[src/hdl/normalized_lms_fir_q15_defines.svh]
// ----------------------------------------------------------------------------
// normalized_lms_fir_q15 assertion macros
// Shared property shapes for the concurrent checks of the filter block.
// ----------------------------------------------------------------------------
`ifndef NORMALIZED_LMS_FIR_Q15_DEFINES_SVH
`define NORMALIZED_LMS_FIR_Q15_DEFINES_SVH

// Consequent must hold in the same cycle as the antecedent.
`define NLF_ASSERT_SAME(lbl, ante, cons, msg) \
    lbl: assert property (@(posedge clk) disable iff (!rst_n) (ante) |-> (cons)) \
        else $error(msg);

// Consequent must hold in the cycle after the antecedent.
`define NLF_ASSERT_NEXT(lbl, ante, cons, msg) \
    lbl: assert property (@(posedge clk) disable iff (!rst_n) (ante) |=> (cons)) \
        else $error(msg);

`endif

[src/hdl/nlms_fir_pkg.sv]
// ----------------------------------------------------------------------------
// nlms_fir_pkg
// Shared constants, codes and controller/datapath interface types.
// ----------------------------------------------------------------------------
`default_nettype none

package nlms_fir_pkg;

    localparam int MAX_TAPS = 32;
    localparam int TAP_W    = (MAX_TAPS > 1) ? $clog2(MAX_TAPS) : 1;
    localparam int ACC_W    = 32 + TAP_W;

    localparam int IN_TDATA_W  = 56;
    localparam int OUT_TDATA_W = 32;
    localparam int CFG_IDX_W   = 2;
    localparam int CFG_DATA_W  = 16;

    localparam logic [5:0] NUM_TAPS_RESET = 6'd32;

    // Configuration register indexes.
    localparam logic [CFG_IDX_W-1:0] REG_NUM_TAPS   = 2'd0;
    localparam logic [CFG_IDX_W-1:0] REG_STEP_SIZE  = 2'd1;
    localparam logic [CFG_IDX_W-1:0] REG_POST_SHIFT = 2'd2;

    // Multiplier operand selection.
    localparam logic [2:0] MUL_NONE = 3'd0;
    localparam logic [2:0] MUL_DEP  = 3'd1;
    localparam logic [2:0] MUL_X    = 3'd2;
    localparam logic [2:0] MUL_MAC  = 3'd3;
    localparam logic [2:0] MUL_ERR  = 3'd4;
    localparam logic [2:0] MUL_GAIN = 3'd5;
    localparam logic [2:0] MUL_UPD  = 3'd6;

    // What the registered product is used for, as carried beside it in act_reg.
    localparam logic [2:0] ACT_NONE       = 3'd0;
    localparam logic [2:0] ACT_ENERGY_SUB = 3'd1;
    localparam logic [2:0] ACT_ENERGY_ADD = 3'd2;
    localparam logic [2:0] ACT_ACC        = 3'd3;
    localparam logic [2:0] ACT_EMU        = 3'd4;
    localparam logic [2:0] ACT_GAIN       = 3'd5;
    localparam logic [2:0] ACT_UPDATE     = 3'd6;

    typedef struct packed {
        logic [2:0]       mul_sel;
        logic [2:0]       act;
        logic [TAP_W-1:0] tap;
        logic             take_sample;
        logic             load_coef;
        logic             err_load;
        logic             dep_load;
        logic             out_load;
    } cmd_t;

    typedef struct packed {
        logic [TAP_W-1:0] last_tap;
    } sts_t;

endpackage

`default_nettype wire

[src/hdl/nlms_fir_ctrl.sv]
// ----------------------------------------------------------------------------
// nlms_fir_ctrl
// Sequencer that takes coefficient loads and walks the energy, filter, error, gain and update steps of one sample.
// ----------------------------------------------------------------------------
`default_nettype none

module nlms_fir_ctrl
(
    input  wire logic                clk,
    input  wire logic                rst_n,
    input  wire logic                in_valid,
    input  wire logic                in_kind,
    output logic                     in_ready,
    output logic                     out_valid,
    input  wire logic                out_ready,
    input  wire nlms_fir_pkg::sts_t  sts,
    output nlms_fir_pkg::cmd_t       cmd
);

    localparam logic [3:0] S_IDLE   = 4'd0;
    localparam logic [3:0] S_ENERGY = 4'd1;
    localparam logic [3:0] S_MAC    = 4'd2;
    localparam logic [3:0] S_FORM   = 4'd3;
    localparam logic [3:0] S_ERR    = 4'd4;
    localparam logic [3:0] S_MU     = 4'd5;
    localparam logic [3:0] S_MU_W   = 4'd6;
    localparam logic [3:0] S_GAIN   = 4'd7;
    localparam logic [3:0] S_GAIN_W = 4'd8;
    localparam logic [3:0] S_UPD    = 4'd9;
    localparam logic [3:0] S_UPD_W  = 4'd10;
    localparam logic [3:0] S_DONE   = 4'd11;

    logic [3:0]                     state_reg;
    logic [3:0]                     state_next;
    logic [nlms_fir_pkg::TAP_W-1:0] tap_reg;
    logic [nlms_fir_pkg::TAP_W-1:0] tap_next;
    logic                           out_valid_reg;
    logic                           out_valid_next;

    always_ff @(posedge clk or negedge rst_n)
    begin
        if (!rst_n)
        begin
            state_reg     <= S_IDLE;
            tap_reg       <= '0;
            out_valid_reg <= 1'b0;
        end
        else
        begin
            state_reg     <= state_next;
            tap_reg       <= tap_next;
            out_valid_reg <= out_valid_next;
        end
    end

    always_comb
    begin
        state_next     = state_reg;
        tap_next       = tap_reg;
        out_valid_next = out_valid_reg && !out_ready;
        in_ready       = 1'b0;
        cmd            = '0;
        cmd.mul_sel    = nlms_fir_pkg::MUL_NONE;
        cmd.act        = nlms_fir_pkg::ACT_NONE;
        cmd.tap        = tap_reg;

        case (state_reg)
            S_IDLE:
            begin
                in_ready = 1'b1;
                tap_next = '0;
                if (in_valid)
                begin
                    if (in_kind)
                    begin
                        cmd.load_coef = 1'b1;
                    end
                    else
                    begin
                        cmd.take_sample = 1'b1;
                        state_next      = S_ENERGY;
                    end
                end
            end
            S_ENERGY:
            begin
                // Step 0 removes the departed sample, step 1 adds the new one.
                if (tap_reg == '0)
                begin
                    cmd.mul_sel = nlms_fir_pkg::MUL_DEP;
                    cmd.act     = nlms_fir_pkg::ACT_ENERGY_SUB;
                    tap_next    = tap_reg + 1'b1;
                end
                else
                begin
                    cmd.mul_sel = nlms_fir_pkg::MUL_X;
                    cmd.act     = nlms_fir_pkg::ACT_ENERGY_ADD;
                    tap_next    = '0;
                    state_next  = S_MAC;
                end
            end
            S_MAC:
            begin
                cmd.mul_sel = nlms_fir_pkg::MUL_MAC;
                cmd.act     = nlms_fir_pkg::ACT_ACC;
                if (tap_reg == sts.last_tap)
                begin
                    tap_next   = '0;
                    state_next = S_FORM;
                end
                else
                begin
                    tap_next = tap_reg + 1'b1;
                end
            end
            S_FORM:
            begin
                state_next = S_ERR;
            end
            S_ERR:
            begin
                cmd.err_load = 1'b1;
                state_next   = S_MU;
            end
            S_MU:
            begin
                cmd.mul_sel = nlms_fir_pkg::MUL_ERR;
                cmd.act     = nlms_fir_pkg::ACT_EMU;
                state_next  = S_MU_W;
            end
            S_MU_W:
            begin
                state_next = S_GAIN;
            end
            S_GAIN:
            begin
                cmd.mul_sel = nlms_fir_pkg::MUL_GAIN;
                cmd.act     = nlms_fir_pkg::ACT_GAIN;
                state_next  = S_GAIN_W;
            end
            S_GAIN_W:
            begin
                tap_next   = '0;
                state_next = S_UPD;
            end
            S_UPD:
            begin
                cmd.mul_sel = nlms_fir_pkg::MUL_UPD;
                cmd.act     = nlms_fir_pkg::ACT_UPDATE;
                if (tap_reg == sts.last_tap)
                begin
                    tap_next   = '0;
                    state_next = S_UPD_W;
                end
                else
                begin
                    tap_next = tap_reg + 1'b1;
                end
            end
            S_UPD_W:
            begin
                state_next = S_DONE;
            end
            S_DONE:
            begin
                if (!out_valid_reg || out_ready)
                begin
                    cmd.out_load   = 1'b1;
                    cmd.dep_load   = 1'b1;
                    out_valid_next = 1'b1;
                    state_next     = S_IDLE;
                end
            end
            default:
            begin
                state_next = S_IDLE;
            end
        endcase
    end

    assign out_valid = out_valid_reg;

endmodule

`default_nettype wire

[src/hdl/nlms_fir_dp.sv]
// ----------------------------------------------------------------------------
// nlms_fir_dp
// Delay line, coefficients, shared multiplier, accumulator and result register.
// ----------------------------------------------------------------------------
`default_nettype none

module nlms_fir_dp
(
    input  wire logic                                      clk,
    input  wire logic                                      rst_n,
    input  wire nlms_fir_pkg::cmd_t                        cmd,
    output nlms_fir_pkg::sts_t                             sts,
    input  wire logic                                      cfg_we,
    input  wire logic [nlms_fir_pkg::CFG_IDX_W-1:0]        cfg_index,
    input  wire logic [nlms_fir_pkg::CFG_DATA_W-1:0]       cfg_data,
    input  wire logic signed [15:0]                        sample,
    input  wire logic signed [15:0]                        reference,
    input  wire logic [4:0]                                coef_index,
    input  wire logic signed [15:0]                        coef_value,
    output logic signed [15:0]                             filter_out,
    output logic signed [15:0]                             error_out
);

    localparam int                 N     = nlms_fir_pkg::MAX_TAPS;
    localparam int                 TW    = nlms_fir_pkg::TAP_W;
    localparam int                 AW    = nlms_fir_pkg::ACC_W;
    localparam logic signed [15:0] RECIP = 16'sd32767;

    logic [5:0]               num_taps_reg;
    logic signed [15:0]       step_size_reg;
    logic [3:0]               post_shift_reg;

    logic signed [15:0]       dl_reg   [N];
    logic signed [15:0]       coef_reg [N];
    logic signed [15:0]       ref_reg;
    logic signed [15:0]       dep_reg;
    logic [15:0]              energy_reg;
    logic signed [AW-1:0]     acc_reg;
    logic signed [31:0]       prod_reg;
    logic [2:0]               act_reg;
    logic [TW-1:0]            tap_d_reg;
    logic signed [15:0]       y_reg;
    logic signed [15:0]       e_reg;
    logic signed [15:0]       emu_reg;
    logic signed [15:0]       g_reg;
    logic signed [15:0]       out_y_reg;
    logic signed [15:0]       out_e_reg;

    logic [TW-1:0]            last_tap;
    logic [TW-1:0]            dl_addr;
    logic signed [15:0]       dl_rd;
    logic signed [15:0]       mul_a;
    logic signed [15:0]       mul_b;
    logic signed [AW-1:0]     acc_sh;
    logic signed [31:0]       acc_low;
    logic signed [15:0]       y_comb;
    logic [3:0]               norm_sh;
    logic signed [31:0]       gain_sh;
    logic signed [15:0]       gain_sat;
    logic signed [17:0]       upd_sum;
    logic signed [15:0]       upd_sat;

    // Leading-zero count of the energy plus one, less two (not below zero), capped at thirteen.
    function automatic logic [3:0] norm_shift(input logic [15:0] v);
        logic [3:0] s;
        logic       found;
        s     = 4'd0;
        found = 1'b0;
        if (!v[15] && (v != 16'd0))
        begin
            for (int b = 14; b >= 0; b--)
            begin
                if (!found && v[b])
                begin
                    s     = 4'(14 - b);
                    found = 1'b1;
                end
            end
            if (s != 4'd0)
            begin
                s = s - 4'd1;
            end
        end
        return s;
    endfunction

    // A tap count of zero acts as one; counts above the array act as all taps.
    always_comb
    begin
        if (num_taps_reg == 6'd0)
        begin
            last_tap = '0;
        end
        else if (32'(num_taps_reg) > N)
        begin
            last_tap = TW'(N - 1);
        end
        else
        begin
            last_tap = TW'(num_taps_reg - 6'd1);
        end
    end

    assign sts.last_tap = last_tap;
    assign dl_addr      = last_tap - cmd.tap;
    assign dl_rd        = dl_reg[dl_addr];

    always_comb
    begin
        case (cmd.mul_sel)
            nlms_fir_pkg::MUL_DEP:
            begin
                mul_a = dep_reg;
                mul_b = dep_reg;
            end
            nlms_fir_pkg::MUL_X:
            begin
                mul_a = dl_reg[0];
                mul_b = dl_reg[0];
            end
            nlms_fir_pkg::MUL_MAC:
            begin
                mul_a = coef_reg[cmd.tap];
                mul_b = dl_rd;
            end
            nlms_fir_pkg::MUL_ERR:
            begin
                mul_a = e_reg;
                mul_b = step_size_reg;
            end
            nlms_fir_pkg::MUL_GAIN:
            begin
                mul_a = emu_reg;
                mul_b = RECIP;
            end
            nlms_fir_pkg::MUL_UPD:
            begin
                mul_a = g_reg;
                mul_b = dl_rd;
            end
            default:
            begin
                mul_a = '0;
                mul_b = '0;
            end
        endcase
    end

    // Output scaling: arithmetic shift, keep the low word, saturate.
    always_comb
    begin
        acc_sh  = acc_reg >>> (4'd15 - post_shift_reg);
        acc_low = acc_sh[31:0];
        if (acc_low > 32'sd32767)
        begin
            y_comb = 16'sd32767;
        end
        else if (acc_low < -32'sd32768)
        begin
            y_comb = -16'sd32768;
        end
        else
        begin
            y_comb = acc_low[15:0];
        end
    end

    always_comb
    begin
        norm_sh = norm_shift(energy_reg + 16'd1);
        gain_sh = prod_reg >>> (4'd15 - norm_sh);
        if (gain_sh > 32'sd32767)
        begin
            gain_sat = 16'sd32767;
        end
        else if (gain_sh < -32'sd32768)
        begin
            gain_sat = -16'sd32768;
        end
        else
        begin
            gain_sat = gain_sh[15:0];
        end
    end

    always_comb
    begin
        upd_sum = 18'(coef_reg[tap_d_reg]) + 18'(prod_reg >>> 15);
        if (upd_sum > 18'sd32767)
        begin
            upd_sat = 16'sd32767;
        end
        else if (upd_sum < -18'sd32768)
        begin
            upd_sat = -16'sd32768;
        end
        else
        begin
            upd_sat = upd_sum[15:0];
        end
    end

    always_ff @(posedge clk or negedge rst_n)
    begin
        if (!rst_n)
        begin
            num_taps_reg   <= nlms_fir_pkg::NUM_TAPS_RESET;
            step_size_reg  <= '0;
            post_shift_reg <= '0;
            act_reg        <= nlms_fir_pkg::ACT_NONE;
            energy_reg     <= '0;
            dep_reg        <= '0;
            for (int k = 0; k < N; k++)
            begin
                dl_reg[k]   <= '0;
                coef_reg[k] <= '0;
            end
        end
        else
        begin
            if (cfg_we)
            begin
                case (cfg_index)
                    nlms_fir_pkg::REG_NUM_TAPS:   num_taps_reg   <= cfg_data[5:0];
                    nlms_fir_pkg::REG_STEP_SIZE:  step_size_reg  <= cfg_data;
                    nlms_fir_pkg::REG_POST_SHIFT: post_shift_reg <= cfg_data[3:0];
                    default:                      ;
                endcase
            end

            act_reg <= cmd.act;

            if (cmd.take_sample)
            begin
                dl_reg[0] <= sample;
                for (int k = 1; k < N; k++)
                begin
                    dl_reg[k] <= dl_reg[k-1];
                end
            end

            if (cmd.dep_load)
            begin
                dep_reg <= dl_reg[last_tap];
            end

            case (act_reg)
                nlms_fir_pkg::ACT_ENERGY_SUB: energy_reg <= energy_reg - prod_reg[30:15];
                nlms_fir_pkg::ACT_ENERGY_ADD: energy_reg <= energy_reg + prod_reg[30:15];
                default:                      ;
            endcase

            if (cmd.load_coef && (32'(coef_index) < N))
            begin
                coef_reg[TW'(coef_index)] <= coef_value;
            end
            else if (act_reg == nlms_fir_pkg::ACT_UPDATE)
            begin
                coef_reg[tap_d_reg] <= upd_sat;
            end
        end
    end

    // Payload registers.
    always_ff @(posedge clk)
    begin
        prod_reg  <= mul_a * mul_b;
        tap_d_reg <= cmd.tap;

        if (cmd.take_sample)
        begin
            ref_reg <= reference;
            acc_reg <= '0;
        end
        else if (act_reg == nlms_fir_pkg::ACT_ACC)
        begin
            acc_reg <= acc_reg + AW'(prod_reg);
        end

        if (cmd.err_load)
        begin
            y_reg <= y_comb;
            e_reg <= ref_reg - y_comb;
        end

        if (act_reg == nlms_fir_pkg::ACT_EMU)
        begin
            emu_reg <= prod_reg[30:15];
        end

        if (act_reg == nlms_fir_pkg::ACT_GAIN)
        begin
            g_reg <= gain_sat;
        end

        if (cmd.out_load)
        begin
            out_y_reg <= y_reg;
            out_e_reg <= e_reg;
        end
    end

    assign filter_out = out_y_reg;
    assign error_out  = out_e_reg;

endmodule

`default_nettype wire

[src/hdl/normalized_lms_fir_q15.sv]
// ----------------------------------------------------------------------------
// normalized_lms_fir_q15
// Normalized LMS adaptive FIR filter on Q15 samples with in-place adaptation.
// ----------------------------------------------------------------------------
//
//  Channel   Direction  Handshake            Payload
//  s_axis    in         tvalid / tready      tuser: kind, tdata: sample fields
//  m_axis    out        tvalid / tready      tdata: filter_out, error_out
//  cfg       in         cfg_valid/cfg_ready  cfg_index, cfg_data
//
//  Because a single shared 16x16 multiplier serves every product, a filter
//  transaction runs its steps in order: the energy update for the departed
//  and the new sample, one pass over the taps that forms the sum of products,
//  the error and step gain steps, and a second pass over the taps that
//  updates the coefficients.
//  A coefficient load transaction completes in its acceptance cycle.
//  Reset clears the delay line, coefficients, energy and control state.
//  A finished result waits in an output register, so the next item is taken
//  while the result is stalled; the sequencer only holds at its final step
//  if the previous result has not yet left.
//
`default_nettype none

`include "normalized_lms_fir_q15_defines.svh"

module normalized_lms_fir_q15
(
    input  wire logic                                       clk,
    input  wire logic                                       rst_n,

    // tdata, from bit 0: sample[15:0], reference[31:16], coef_index[36:32],
    // coef_value[52:37], zero fill[55:53].
    input  wire logic [nlms_fir_pkg::IN_TDATA_W-1:0]        s_axis_tdata,
    // tuser: kind[0] (0 = filter sample, 1 = load one coefficient).
    input  wire logic                                       s_axis_tuser,
    input  wire logic                                       s_axis_tvalid,
    output logic                                            s_axis_tready,

    // tdata, from bit 0: filter_out[15:0], error_out[31:16].
    output logic [nlms_fir_pkg::OUT_TDATA_W-1:0]            m_axis_tdata,
    output logic                                            m_axis_tvalid,
    input  wire logic                                       m_axis_tready,

    input  wire logic                                       cfg_valid,
    output logic                                            cfg_ready,
    input  wire logic [nlms_fir_pkg::CFG_IDX_W-1:0]         cfg_index,
    input  wire logic [nlms_fir_pkg::CFG_DATA_W-1:0]        cfg_data
);

    nlms_fir_pkg::cmd_t cmd;
    nlms_fir_pkg::sts_t sts;
    logic signed [15:0] filter_out;
    logic signed [15:0] error_out;

    // Configuration writes are always taken and take effect at once, so the user must
    // make them only while no transaction is in flight; the block does not enforce this.
    assign cfg_ready = 1'b1;

    nlms_fir_ctrl u_ctrl
    (
        .clk       (clk),
        .rst_n     (rst_n),
        .in_valid  (s_axis_tvalid),
        .in_kind   (s_axis_tuser),
        .in_ready  (s_axis_tready),
        .out_valid (m_axis_tvalid),
        .out_ready (m_axis_tready),
        .sts       (sts),
        .cmd       (cmd)
    );

    // The input transaction fields are sliced from tdata here and passed to the datapath.
    nlms_fir_dp u_dp
    (
        .clk        (clk),
        .rst_n      (rst_n),
        .cmd        (cmd),
        .sts        (sts),
        .cfg_we     (cfg_valid && cfg_ready),
        .cfg_index  (cfg_index),
        .cfg_data   (cfg_data),
        .sample     (s_axis_tdata[15:0]),
        .reference  (s_axis_tdata[31:16]),
        .coef_index (s_axis_tdata[36:32]),
        .coef_value (s_axis_tdata[52:37]),
        .filter_out (filter_out),
        .error_out  (error_out)
    );

    assign m_axis_tdata = {error_out, filter_out};

    // A filter transaction keeps the block busy on the following cycle.
    `NLF_ASSERT_NEXT(a_busy_after_sample,
        s_axis_tvalid && s_axis_tready && !s_axis_tuser,
        !s_axis_tready,
        "block took a new transaction right after a filter transaction")

    // A coefficient load never produces a result.
    `NLF_ASSERT_NEXT(a_load_no_result,
        s_axis_tvalid && s_axis_tready && s_axis_tuser && !m_axis_tvalid,
        !m_axis_tvalid,
        "coefficient load produced a result")

    // Tap walks stay inside the window in use.
    `NLF_ASSERT_SAME(a_tap_in_window,
        cmd.mul_sel == nlms_fir_pkg::MUL_MAC || cmd.mul_sel == nlms_fir_pkg::MUL_UPD,
        cmd.tap <= sts.last_tap,
        "tap index beyond the active window")

endmodule

`default_nettype wire
[config.mk]
export PLATFORM = sky130hd
export DESIGN_NAME = normalized_lms_fir_q15
export DESIGN_NICKNAME = d
export VERILOG_FILES = /design/src/hdl/nlms_fir_pkg.sv /design/src/hdl/nlms_fir_ctrl.sv /design/src/hdl/nlms_fir_dp.sv /design/src/hdl/normalized_lms_fir_q15.sv
export VERILOG_INCLUDE_DIRS = /design/src /design/src/hdl
export SDC_FILE = /design/constraint.sdc
export NUM_CORES = 2
export LEC_CHECK = 0
export BUFFER_PORTS_ARGS = -buffer_cell sky130_fd_sc_hd__clkbuf_2
export CORE_MARGIN = 2
export CORE_UTILIZATION = 52
export CTS_CLUSTER_SIZE = 16
export DETAILED_ROUTE_END_ITERATION = 6
export PLACE_DENSITY_LB_ADDON = 0.05
export RECOVER_POWER = 100
export SLEW_MARGIN = 10
export SYNTH_ARGS = -nofsm -noshare
export SYNTH_HDL_FRONTEND = slang
export SYNTH_HIERARCHICAL = 1
export SYNTH_SLANG_ARGS = --single-unit
export TNS_END_PERCENT = 5
[constraint.sdc]
create_clock -name clk -period 14.7 [get_ports clk]
set_input_delay 0.735 -clock clk [delete_from_list [all_inputs] [get_ports clk]]
set_output_delay 0.735 -clock clk [all_outputs]
set_load 0.1 [all_outputs]
======== Word-level counts from Yosys, hierarchy flattened ========
Cells that the tools add are included.
word-level totals
  bits in latches ......................... 0
  ROM bits ................................ 0
  memories kept ........................... 0
  memory bits (writable) .................. 0
  output and inout bits ................... 35
  bits in registers ....................... 1281
  bits of input ports ..................... 80
operators by class
  muxes and demuxes ....................... 97
  $add $sub $neg .......................... 12
  bitwise operators ....................... 5
  eq/ne operators ......................... 32
  shift-type cells ........................ 2
  reductions and logical operators ........ 52
  divide/modulo/power cells ............... 0
  magnitude comparators ................... 14
  multipliers ............................. 1
operators by type and width
  cell                                                                               number
  512-bit bitwise mux                                                                2
  512-bit 2-to-1 mux                                                                 2
  16-bit binary-select mux with 5-bit select                                         4
  16-bit 2-to-1 mux                                                                  15
  16-bit demux with 5-bit select                                                     2
  16-bit case mux with 6 select lines                                                1
  16-bit case mux with 5 select lines                                                1
  32-bit by 16-bit greater-than comparator with 1-bit output, second input constant  2
  32-bit by 16-bit < comparator with 1-bit output, second input constant             2
  4-bit 2-to-1 mux                                                                   16
  4-bit case mux with 12 select lines                                                1
  37-bit by 32-bit adder with 37-bit output                                          1
  37-bit by 4-bit >>> shifter with 32-bit output                                     1
  1-bit 2-to-1 mux                                                                   35
  16-bit by 16-bit multiplier with 32-bit output                                     1
  16-bit case mux with 2 select lines                                                1
  32-bit by 4-bit >>> shifter with 32-bit output                                     1
  16-bit subtractor                                                                  2
  6-bit greater-or-equal comparator, second input constant                           5
  5-bit inverter with 6-bit output                                                   5
  6-bit case mux with 5 select lines                                                 1
  5-bit 2-to-1 mux                                                                   5
  16-bit by 17-bit adder with 18-bit output                                          1
  3-bit == test, second input constant                                               6
  39 further kinds                                                                   102

======== Longest topological paths before layout ========
  word-level depth ........................ 67
  mapped depth ............................ 44

======== Modules after synthesis ========
The synthesis kept the hierarchy.
modules (own cells, without submodules)
  module                  cells an instance  times used  area each (sq um)
  nlms_fir_dp             7915               1           84372.2
  nlms_fir_ctrl           97                 1           807.0
  normalized_lms_fir_q15  2                  1           11.3

======== Worst setup path after synthesis ========
Ideal clock, no wire load.
  path kind ............................... flip-flop to flip-flop
  start point ............................. register u_dp.num_taps_reg[0]
  end point ............................... register u_dp.prod_reg[28]
  data required time ...................... 14.628 ns
  buffers on the path ..................... 6
  slack ................................... 3.651 ns
  library setup time ...................... 0.072 ns
  arrival time ............................ 10.977 ns
  cell stages (with the launch flop) ...... 43
  cells stage by stage .................... dfrtp_1 > inv_1 > ha_1 > nand2b_1 > nor3_1 > nor2_1 > nor2_1 > clkbuf_1 > clkbuf_1 > ha_1 > inv_1 > fa_1 > clkbuf_1 > buf_1 > clkbuf_1 > mux4_2 > mux4_2 > mux2i_1 > [7 not listed] > fa_1 > inv_1 > fa_1 > fa_1 > inv_1 > fa_1 > inv_1 > ha_1 > or3_1 > o21ai_0 > a21oi_1 > a211o_1 > a31o_2 > a31oi_1 > nor2_1 > o21a_1 > o41ai_1 > xnor2_1
between the ends
  word-level cells in the longest chain between the ends .. 10
  elaborated cells between the ends (all ways) .. 12
  those cells by class .................... add/sub: 2; mul: 1; order compare: 1; mux: 6; bitwise: 1; reduce/logical: 1
RTL lines
  item                                                                                                 line                                   text
  start, declared                                                                                      nlms_fir_dp.sv:29                      logic [5:0] num_taps_reg;
  start signal, assigned                                                                               nlms_fir_dp.sv:207                     num_taps_reg <= nlms_fir_pkg::NUM_TAPS_RESET;
  start signal, assigned                                                                               nlms_fir_dp.sv:224                     nlms_fir_pkg::REG_NUM_TAPS: num_taps_reg <= cfg_data[5:0];
  5-bit by 1-bit subtractor with 5-bit output / 6-bit greater-than comparator (equally long branches)  nlms_fir_dp.sv:100, nlms_fir_dp.sv:94
  5-bit 2-to-1 mux                                                                                     nlms_fir_dp.sv:94                      else if (32'(num_taps_reg) > N)
  5-bit 2-to-1 mux *                                                                                   nlms_fir_dp.sv:90                      if (num_taps_reg == 6'd0)
  5-bit subtractor *                                                                                   nlms_fir_dp.sv:105                     assign dl_addr = last_tap - cmd.tap;
  5-bit inverter with 6-bit output (implied by the code) *                                             nlms_fir_dp.sv:106                     assign dl_rd = dl_reg[dl_addr];
  16-bit binary-select mux with 5-bit select *                                                         nlms_fir_dp.sv:106
  16-bit 2-to-1 mux (implied by the code) * (2 in series)                                              nlms_fir_dp.sv:106
  16-bit case mux with 5 select lines *                                                                nlms_fir_dp.sv:110                     case (cmd.mul_sel)
  16-bit by 16-bit multiplier with 32-bit output *                                                     nlms_fir_dp.sv:267                     prod_reg <= mul_a * mul_b;
  end signal, assigned                                                                                 nlms_fir_dp.sv:267
  end, declared                                                                                        nlms_fir_dp.sv:39                      logic signed [31:0] prod_reg;
Every way passes the cells marked *; elsewhere a longest branch is shown, timed or not. The select of a mux whose other input is x is not followed.
A chain may end at the register's enable or synchronous reset.

======== Worst setup path after layout ========
  start point ............................. register u_dp.tap_d_reg[0]
  end point ............................... register u_dp/coef_reg[49] (netlist name)
between the ends
  word-level cells in the longest chain between the ends .. 11
  elaborated cells between the ends (all ways) .. 17
  those cells by class .................... add/sub: 1; order compare: 4; mux: 10; bitwise: 1; reduce/logical: 1
RTL lines
  item                                                      line                                    text
  start, declared                                           nlms_fir_dp.sv:41                       logic [TW-1:0] tap_d_reg;
  start signal, assigned                                    nlms_fir_dp.sv:268                      tap_d_reg <= cmd.tap;
  5-bit inverter with 6-bit output (implied by the code) *  nlms_fir_dp.sv:188, nlms_fir_dp.sv:259
  16-bit binary-select mux with 5-bit select                nlms_fir_dp.sv:188                      upd_sum = 18'(coef_reg[tap_d_reg]) + 18'(prod_reg >>> 15);
  16-bit 2-to-1 mux (implied by the code) (2 in series)     nlms_fir_dp.sv:188
  16-bit by 17-bit adder with 18-bit output                 nlms_fir_dp.sv:188
  18-bit by 16-bit < comparator with 1-bit output           nlms_fir_dp.sv:193                      else if (upd_sum < -18'sd32768)
  16-bit 2-to-1 mux                                         nlms_fir_dp.sv:193
  16-bit 2-to-1 mux                                         nlms_fir_dp.sv:189                      if (upd_sum > 18'sd32767)
  512-bit bitwise mux *                                     nlms_fir_dp.sv:259                      coef_reg[tap_d_reg] <= upd_sat;
  512-bit 2-to-1 mux *                                      nlms_fir_dp.sv:257                      else if (act_reg == nlms_fir_pkg::ACT_UPDATE)
  512-bit 2-to-1 mux *                                      nlms_fir_dp.sv:253                      if (cmd.load_coef && (32'(coef_index) < N))
  end signal, assigned by index                             nlms_fir_dp.sv:255                      coef_reg[TW'(coef_index)] <= coef_value;
  end signal, assigned by index                             nlms_fir_dp.sv:259
  end, declared                                             nlms_fir_dp.sv:34                       logic signed [15:0] coef_reg [N];
Marked as above.

==> summary.md <==
| Metric | Value |
|---|---|
| Post-CTS repair timing setup buffer count | 0 |
| Routed len/inst | approximately 28 um |
| Post-synthesis cell count | roughly 8000 |
| Sequential area share after synthesis | 0.379 |
| Die Y-Extent | just over 400 um |
| Vias in the first global route | 66165 |
| Max cap viols | 44 |
| Sum of negative setup slack | 0 ns |
| Final cycle utilization of the critical path | 0.898 |
| Violated checks | design-rule violations, max-capacitance violations, max-slew violations |
| Residual DRC count | 2 |
| First-pass GRT wire length | between 400 and 500 mm |
| Synth Net Count | ~8500 |
| Last weighted congestion value of the routability-driven placer | approximately 0.98 |
| Later-pin clock latency in the skew report | approximately 0.82 ns |
| Number of antenna violations at the first check in global routing | 12 |
| NumNets Final | approximately 8400 |
| CP max FO | 32 |
| Layout Skew | 0.0459 ns |
| Overall overflow remaining after global route | 0 |
| Post-Place Cells | about 9900 |
| Die Footprint | approximately 170000 um^2 |
| Type of destination of the critical path | register |
| Post-Syn Area per Cell | 10.6 um^2 |
| Leading cell type in the layout, fill and taps excluded | sky130_fd_sc_hd__dfrtp_1 |
| Final setup violating endpoints | 0 |
| Core region area | 163000 um^2 |
| Final critical delay including setup and external delays | 13.21 ns |
| CP startpoint kind | register |
| CTS tree | done |
| Post-cts hold buffer count | 0 |
| Top flip-flop cell by instance count after synthesis | sky130_fd_sc_hd__dfrtp_1 |
| Yosys warnings | 6 |
| Library cell appearing most often on the critical path | sky130_fd_sc_hd__clkbuf_1 |
| Status | complete, but fails checks |
| Category of cells accounting for the largest share of critical-path delay | buffers and inverters |
| Actual slew at the worst max-slew pin | between 8 and 9 ns |
| GRT Util Overall | 0.334 |
| Pin count of the biggest net entering global routing | approximately 190 |
| Number of search-and-repair iterations in the first detailed-routing pass | 7 |
| Non-filler instance count after layout | roughly 10000 |
| Total of flip-flops plus latches after synthesis | approximately 1300 |
| Critical path type | reg -> reg |
| Area growth syn-to-layout | 8.89% |
| Setup repair after global routing missed its margin | false |
| Clock buffer count from CTS | 151 |
| Share of post-route cells with drive strength above 1 | 0.213 |
| Crit path DAT | approximately 14 ns |
| Clock sink total | between 1000 and 1500 |
| Max-slew violations | between 2000 and 2500 |
| Endpoints failing hold | 0 |
| Clock-pin slew on the worst setup and hold paths | about 0.06 ns |
| Post-detail-place hpwl | about 180 mm |
| Antenna-violating nets left | 0 |
| Number of design-rule violations left by the first detailed-router iteration | ~7600 |
| Worst max-slew margin expressed relative to the limit | -4.93 |
| Starting Density | 0.523 |
| Clock Tree Root | sky130_fd_sc_hd__clkbuf_16 |
| Clock H-tree levels | 4 |
| Number of flops mapped to enable cells by yosys | ~110 |
| Count of filler cells inserted in the layout | roughly 14000 |
| Count of port buffers added during placement | 110 |
| Hold/Removal Path Class | in -> reg |
| Netlist area before placement | approximately 85000 um^2 |
| Number of rows in the core area | ~150 |
| Critical path data required time | roughly 15 ns |
| Horiz. Die Dim | about 410 um |
| Number of different library cells in the post-synthesis netlist | between 100 and 150 |
| Number of gates resized after cts | 0 |
| Maximum clock path buffer count | 3 |
| Commonest non-fill, non-tap cells in the layout | sky130_fd_sc_hd__dfrtp_1, sky130_fd_sc_hd__nor2_1, sky130_fd_sc_hd__a21oi_1, sky130_fd_sc_hd__a22oi_1, sky130_fd_sc_hd__mux2_2 |
| DR vias | 67175 |
| Synth async-reset ratio | 0.855 |
| Vias per cell | ~6.6 |
| Crit-path slowest cell | sky130_fd_sc_hd__clkbuf_1 |
| IO Count | ~120 |
| Number of buffer and inverter stages on the critical path | 3 |
| Final WL | roughly 280 mm |
| Worst path cell trace | clkbuf_1, clkbuf_1, mux4_2, a22oi_1, nand4_1, ha_1, a21o_1, a21o_1, a2111oi_0, o31ai_1, o41ai_1, o2111ai_1, a21oi_1, xnor2_1, o21a_1, o21a_1, clkbuf_1, a22oi_1, a21oi_1 |
| Largest stage delay on the critical path | about 1.8 ns |
| Max frequency | roughly 0.076 GHz |
## routing by layer
metal  global-route usage  part of all wire  routed length, um  up-vias
li1                     -                 -                  -    29070
met1                0.465              0.40             113000    34136
met2                0.494              0.44             124000     3312
met3               0.0792              0.10              29100      651
met4                0.155             0.051              14300        6
met5              0.00460           0.00046                130        -
## synth_stat cells (31+ instances only)
library cell	instances	area, um^2
sky130_fd_sc_hd__xor2_1	35	307
sky130_fd_sc_hd__a32oi_1	31	272
sky130_fd_sc_hd__ha_1	177	2210
sky130_fd_sc_hd__o21ai_0	194	971
sky130_fd_sc_hd__a311oi_1	72	631
sky130_fd_sc_hd__buf_1	59	221
sky130_fd_sc_hd__mux2_2	547	6160
sky130_fd_sc_hd__nor2b_1	31	194
sky130_fd_sc_hd__xnor2_1	94	823
sky130_fd_sc_hd__nand2_1	544	2040
sky130_fd_sc_hd__nand3_1	35	175
sky130_fd_sc_hd__and2_1	31	194
sky130_fd_sc_hd__edfxtp_1	112	3360
sky130_fd_sc_hd__a21oi_1	765	3830
sky130_fd_sc_hd__dfrtp_1	1094	27400
sky130_fd_sc_hd__nor2_1	902	3390
sky130_fd_sc_hd__nor3_1	41	205
sky130_fd_sc_hd__o22ai_1	101	632
sky130_fd_sc_hd__clkbuf_1	600	2250
sky130_fd_sc_hd__a22oi_1	554	4160
sky130_fd_sc_hd__o211ai_1	57	428
sky130_fd_sc_hd__fa_1	267	5350
sky130_fd_sc_hd__mux2i_1	124	1240
sky130_fd_sc_hd__inv_1	412	1550
sky130_fd_sc_hd__mux4_2	501	11300
sky130_fd_sc_hd__o221ai_1	38	333
sky130_fd_sc_hd__dfxtp_1	74	1480
sky130_fd_sc_hd__a22o_1	33	289
sky130_fd_sc_hd__a21o_1	57	428
sky130_fd_sc_hd__a211oi_1	42	315
## cell type report
| class | count | area [um^2] | share of cell area |
|---|---|---|---|
| timing repair buffer | 352 | 2220 | 0.0239 |
| inverter | 415 | 1560 | 0.0168 |
| clock inverter | 57 | 632 | 0.00681 |
| tap | 2175 | 2720 | 0.0293 |
| sequential | 1281 | 32300 | 0.348 |
| multi-input combinational | 5627 | 48900 | 0.527 |
| antenna | 5 | 12.5 | 0.000135 |
| clock buffer | 219 | 4420 | 0.0477 |
## worst paths after layout
| path | from | endpoint | slack (ns) | cells after the start |
|---|---|---|---|---|
| worst max-delay path | u_dp/tap_d_reg[0]$_DFF_P_ | u_dp/coef_reg[49]$_DFFE_PN0P_ | 1.49 | 19 |
| worst min-delay path | s_axis_tdata[19] | u_dp/ref_reg[3]$_DFFE_PP_ | 0.12 | 1 |
| worst min register to register | u_dp/y_reg[2]$_DFFE_PP_ | u_dp/filter_out[2]$_DFFE_PP_ | 0.41 | 0 |
| max in group asynchronous | rst_n | u_dp/dl_reg[25]$_DFFE_PN0P_ | 3.29 | 4 |
| min in group asynchronous | rst_n | u_dp/coef_reg[507]$_DFFE_PN0P_ | 2.34 | 1 |
| worst max register to register | u_dp/tap_d_reg[0]$_DFF_P_ | u_dp/coef_reg[49]$_DFFE_PN0P_ | 1.49 | 19 |
## cells by family (layout without fill, tap and decap cells)
logic type	Yosys count	count (layout)	share of synthesized area
AOI/OAI and AO/OA	2113	2113	0.161
xor gates and xnor gates	129	129	0.0133
adders and majority gates	444	444	0.0887
buffers and inverters	1106	1043	0.0504
DFF	1281	1281	0.379
muxes	1175	1175	0.220
other	1	6	0.0000440
and+or+nand+nor	1765	1765	0.0880
## through the flow
step | hold WS [ns] | setup slack, ns | utilization | instance area [um^2]
2_1_floorplan | 0.400 | 3.65 | - | 85200
3_3_place_gp | 0.402 | 2.33 | 0.541 | 88000
3_5_place_dp | 0.405 | 2.29 | 0.541 | 88000
4_1_cts | 0.0201 | 2.25 | 0.572 | 93100
5_1_grt | 0.0933 | 0.781 | 0.570 | 92800
6_report | 0.124 | 1.49 | 0.570 | 92800
Power is not shown: default switching activity piles up to over one toggle a cycle in this logic, so the estimate is an artifact.
